<file path="src/rtl/edos_pkg.sv">
// ----------------------------------------------------------------------------
// edos_pkg
// Shared widths, codes and controller/datapath interface types for the
// entity draw-order sorter.
// ----------------------------------------------------------------------------
`default_nettype none

package edos_pkg;

  localparam int unsigned SLOT_W   = 9;
  localparam int unsigned CLASS_W  = 10;
  localparam int unsigned CCNT_W   = 11;
  localparam int unsigned OVR_W    = 8;
  localparam int unsigned DEPTH_W  = 32;
  localparam int unsigned GRP_W    = 4;
  localparam int unsigned IDX_W    = 6;
  localparam int unsigned CNT_W    = IDX_W + 1;
  localparam int unsigned GROUPS   = 1 << GRP_W;
  localparam int unsigned PER_GROUP = 1 << IDX_W;
  localparam int unsigned ENTRY_W  = SLOT_W + DEPTH_W;
  localparam int unsigned ADDR_W   = GRP_W + IDX_W;
  localparam int unsigned MEM_DEPTH = 1 << ADDR_W;

  localparam logic [1:0] FUNC_START = 2'd0;
  localparam logic [1:0] FUNC_LOAD  = 2'd1;
  localparam logic [1:0] FUNC_EMIT  = 2'd2;

  localparam logic [OVR_W-1:0]  NO_OVERRIDE   = 8'hFF;
  localparam logic [CCNT_W-1:0] CLASS_CNT_RST = 11'd1;

  typedef struct packed {
    logic clr_counts;
    logic ld_latch;
    logic em_latch;
    logic em_empty;
    logic ins_rd;
    logic ins_shift;
    logic ins_final;
    logic em_rd;
  } edos_cmd_t;

  typedef struct packed {
    logic load_ok;
    logic grp_nonzero;
    logic j_zero;
    logic greater;
    logic em_last;
  } edos_sts_t;

endpackage

`default_nettype wire

</file>
<file path="src/rtl/edos_ctrl.sv">
// ----------------------------------------------------------------------------
// edos_ctrl
// Sequencer for start, ordered insertion and group emission.
// ----------------------------------------------------------------------------
`default_nettype none

module edos_ctrl
  import edos_pkg::*;
(
  input  wire logic       clk_i,
  input  wire logic       rst_ni,
  input  wire logic       start_i,
  input  wire logic [1:0] func_i,
  input  wire edos_sts_t  sts_i,
  output edos_cmd_t       cmd_o,
  output logic            busy_o
);

  localparam logic [1:0] ST_IDLE    = 2'd0;
  localparam logic [1:0] ST_INS_CHK = 2'd1;
  localparam logic [1:0] ST_INS_CMP = 2'd2;
  localparam logic [1:0] ST_EMIT    = 2'd3;

  logic [1:0] state_q, state_d;
  logic       accept;

  assign busy_o = (state_q != ST_IDLE);
  assign accept = start_i && !busy_o;

  always_comb begin
    state_d = state_q;
    cmd_o   = '0;
    case (state_q)
      ST_IDLE: begin
        if (accept) begin
          case (func_i)
            FUNC_START: cmd_o.clr_counts = 1'b1;
            FUNC_LOAD: begin
              if (sts_i.load_ok) begin
                cmd_o.ld_latch = 1'b1;
                state_d        = ST_INS_CHK;
              end
            end
            FUNC_EMIT: begin
              if (sts_i.grp_nonzero) begin
                cmd_o.em_latch = 1'b1;
                state_d        = ST_EMIT;
              end else begin
                cmd_o.em_empty = 1'b1;
              end
            end
            default: ;
          endcase
        end
      end
      ST_INS_CHK: begin
        if (sts_i.j_zero) begin
          cmd_o.ins_final = 1'b1;
          state_d         = ST_IDLE;
        end else begin
          cmd_o.ins_rd = 1'b1;
          state_d      = ST_INS_CMP;
        end
      end
      ST_INS_CMP: begin
        if (sts_i.greater) begin
          cmd_o.ins_shift = 1'b1;
          state_d         = ST_INS_CHK;
        end else begin
          cmd_o.ins_final = 1'b1;
          state_d         = ST_IDLE;
        end
      end
      ST_EMIT: begin
        cmd_o.em_rd = 1'b1;
        if (sts_i.em_last) begin
          state_d = ST_IDLE;
        end
      end
      default: state_d = ST_IDLE;
    endcase
  end

  always_ff @(posedge clk_i or negedge rst_ni) begin
    if (!rst_ni) begin
      state_q <= ST_IDLE;
    end else begin
      state_q <= state_d;
    end
  end

endmodule

`default_nettype wire

</file>
<file path="config.mk">
export PLATFORM = sky130hd
export DESIGN_NAME = edos_ctrl
export DESIGN_NICKNAME = d
export VERILOG_FILES = /design/src/rtl/edos_pkg.sv /design/src/rtl/edos_ctrl.sv
export SDC_FILE = /design/constraint.sdc
export NUM_CORES = 1
export LEC_CHECK = 0
export BUFFER_PORTS_ARGS = -buffer_cell sky130_fd_sc_hd__buf_2
export CAP_MARGIN = 15
export CORE_AREA = 2 2 39 41
export CTS_CLUSTER_SIZE = 12
export DETAILED_ROUTE_END_ITERATION = 12
export DIE_AREA = 0 0 41 43
export HOLD_SLACK_MARGIN = 0.12
export PLACE_DENSITY = 0.5
export REMOVE_ABC_BUFFERS = 1
export SETUP_SLACK_MARGIN = 0.3
export SLEW_MARGIN = 20
export SYNTH_ARGS = -nofsm -noshare
export SYNTH_HDL_FRONTEND = slang
export SYNTH_SLANG_ARGS = --single-unit
export TNS_END_PERCENT = 100
</file>
<file path="constraint.sdc">
create_clock -name clk_i -period 1.95 [get_ports clk_i]
set_clock_uncertainty 0.15 [all_clocks]
set_input_delay 0.195 -clock clk_i [delete_from_list [all_inputs] [get_ports clk_i]]
set_output_delay 0.195 -clock clk_i [all_outputs]
set_load 0.01 [all_outputs]
</file>
==> flow_metrics.env <==
export IMPL_power_switching_uw=196.7
export IMPL_powerDensity_nw_per_um2=1103
export IMPL_worst_pin_slew_ns=0.1319
export IMPL_fmax_mhz=632.3
export IMPL_setup_viol=0
export IMPL_htreeDepth=1
export IMPL_rows=14
export IMPL_critPathSlowestCell="dfrtp_1"
export IMPL_hold_class="input pin to async pin"
export IMPL_syn_area_per_cell_sq_um=7.992
export IMPL_min_period_over_period_pct=81.10
export IMPL_tns_ns=0
export IMPL_utilization_pct=31.28
export IMPL_r2r_start="state_q[0]"
export IMPL_cts_buffers=3
export IMPL_wl_per_cell_um=9.143
export IMPL_largest_reg_flops=2
export IMPL_antenna_found_initial=0
export IMPL_grt_overflow_total=0
export IMPL_slew_headroom_pct=90.96
export IMPL_vias_per_cell=4.200
export IMPL_fin_crit_ns=1.581
export IMPL_ys_warn_count=0
export IMPL_cp_top_family="flip-flops"
export IMPL_critPathCaptureType="primary output"
export IMPL_coreArea_sq_um=1384
export IMPL_yosysUniqueCellTypes=18
export IMPL_place_congestion=0.6886
export IMPL_layout_drive_gt1_share_pct=57.41
export IMPL_worstPathArrival_ns=1.24
export IMPL_max_flop_register="state_q"
export IMPL_cts_root_buffer="clkbuf_4"
export IMPL_reg_top3="state_q (2)"
export IMPL_synth_seq_cells=2
export IMPL_cap_viol_max_count=0
export IMPL_drc=0
export IMPL_cts_tree="yes"
export IMPL_syn2layout_area_growth_pct=74.75
export IMPL_grt_pass1_vias=256
export IMPL_dp_cells=65
export IMPL_power_leakage_uw=0.0002310
export IMPL_status="finished, final reports clean"
export IMPL_combPwrFrac_pct=64.9
export IMPL_ios=19
export IMPL_initial_core_util_pct=17.90
export IMPL_wl_um=640
export IMPL_grt_usage_pct=7.932
export IMPL_drtAntennaViolNets=0
export IMPL_die_y_um=43
export IMPL_critPathRequiredTime_ns=1.60
export IMPL_sw_frac_of_total_pct=41.21
export IMPL_reg2reg_depth=5
export IMPL_finalHoldViolations=0
export IMPL_drt_pass1_iterations=2
export IMPL_antenna_cells=0
export IMPL_r2r_end="state_q[0]"
export IMPL_drtIter0Drc=2
export IMPL_start_kind="register"
export IMPL_cp_max_fo=4
export IMPL_finalPower_uw=477.3
export IMPL_max_stage_delay_ns=0.40
export IMPL_p_int_uw=280.6
export IMPL_ir_drop_mv=0.5829
export IMPL_final_common_cell="buf_2"
export IMPL_drv_slew=0
export IMPL_clk_pin_slew_ns=0.03
export IMPL_clkPwrFrac_pct=18.9
export IMPL_num_nets_final=70
export IMPL_worst_setup_path_type="register to primary output"
export IMPL_ys_seq_area_share_pct=20.20
export IMPL_syn_inst=31
export IMPL_num_vias=294
export IMPL_clk_latency_ns=0.22
export IMPL_rsz0062_at_grt="true"
export IMPL_io_buffer_count=18
export IMPL_syn_area_sq_um=247.7
export IMPL_r2r_slack_ns=0.40
export IMPL_die_area_sq_um=1763
export IMPL_final_cell_mix="18 x buf_2, 3 x inv_2, 3 x nor3_2, 3 x ha_1, 3 x clkbuf_4"
export IMPL_path_cells="buf_4, ha_1, nor2b_1, buf_2"
export IMPL_die_width_um=41
export IMPL_clock_sinks=2
export IMPL_grt_max_degree=7
export IMPL_final_cells=70
export IMPL_grt_pass1_wl_um=917
export IMPL_cts_buffer_depth=2
export IMPL_cp_num_buf_inv=2
export IMPL_p_seq_share_pct=16.2
## worst max-delay path by stage
stage	from	end	depth (start not counted)
after global routing	state_q[0]	cmd_o[1]	5
final	state_q[0]	cmd_o[3]	4
after CTS	state_q[0]	cmd_o[6]	5
after detailed placement	state_q[0]	state_q[0]	5
after global placement	state_q[0]	state_q[0]	5
after floorplan	state_q[0]	state_q[0]	5
## worst reg2reg max path, cell delays in order (launching register included)
cell     delay (ns)
dfrtp_1        0.40
inv_2          0.10
ha_4           0.18
inv_2          0.06
o311a_1        0.35
o32a_1         0.19
## metal layers
layer,up-vias,GRT usage [%],routed length [um]
met1,127,8.682,283
met4,0,8.000,0
met5,-,0,0
li1,155,-,-
met3,0,1.571,49
met2,12,11.56,308
## area by class of cell
type                    count  area (sq um)
fillers                   155         950.9
multi-input cells          25         217.7
inverters                   4         15.01
repair buffers             20         107.6
flip-flops and latches      2         50.05
clock buffers               3         22.52
well taps                  16         20.02
## power groups by stage
| stage | Combinational, uW | Sequential (uW) | Clock, uW |
|---|---|---|---|
| 6_report | 310 | 77.5 | 90.2 |
| 5_1_grt | 349 | 79.7 | 103 |
| 4_1_cts | 293 | 77.5 | 96.6 |
| 3_5_place_dp | 251 | 75.7 | 0 |
| 3_3_place_gp | 249 | 76.1 | 0 |
| 2_1_floorplan | 176 | 72.7 | 0 |
## synthesized netlist by cell type
cell type | number | area (sq um)
o32a_1 | 1 | 10.01
ha_1 | 4 | 50.05
nand2_1 | 3 | 11.26
nand2b_4 | 1 | 13.76
dfrtp_1 | 2 | 50.05
a21oi_1 | 2 | 10.01
nor3_1 | 3 | 15.01
nor2_1 | 2 | 7.510
mux2i_1 | 1 | 10.01
inv_2 | 1 | 3.750
o211ai_1 | 1 | 7.510
nor2b_1 | 2 | 12.51
nand3_1 | 1 | 5.000
and2_1 | 1 | 6.260
inv_1 | 3 | 11.26
o311a_1 | 1 | 10.01
a21boi_0 | 1 | 7.510
nand2b_1 | 1 | 6.260
## metrics by stage
| step | instance area (sq um) | setup slack [ns] | hold slack [ns] |
|---|---|---|---|
| floorplan | 247.7 | 0.3678 | -0.2506 |
| global placement | 357.8 | 0.3158 | -0.1650 |
| detailed placement | 357.8 | 0.2813 | -0.1684 |
| CTS | 410.4 | 0.3086 | 0.1267 |
| global route | 432.9 | 0.2795 | 0.1284 |
| finish | 432.9 | 0.3685 | 0.1384 |
## repair_timing
action                                 CTS  global route
setup endpoints to repair                5             4
setup buffers                            1             0
pin swaps                                1             3
hold buffers                             1             0
resized for setup                        4             6
endpoints found under the hold margin    2             0
## cells by family (layout without fill, tap and decap cells)
kind of cell / after synthesis / in the layout / synth area share (%)
fa+ha+maj: 4 / 4 / 20.20
mux: 1 / 1 / 4.041
buf+inv: 4 / 27 / 6.059
flops: 2 / 2 / 20.20
simple gates: 14 / 14 / 31.31
compound gates: 6 / 6 / 18.18
No activity file was read; power rests on OpenSTA's default activity.
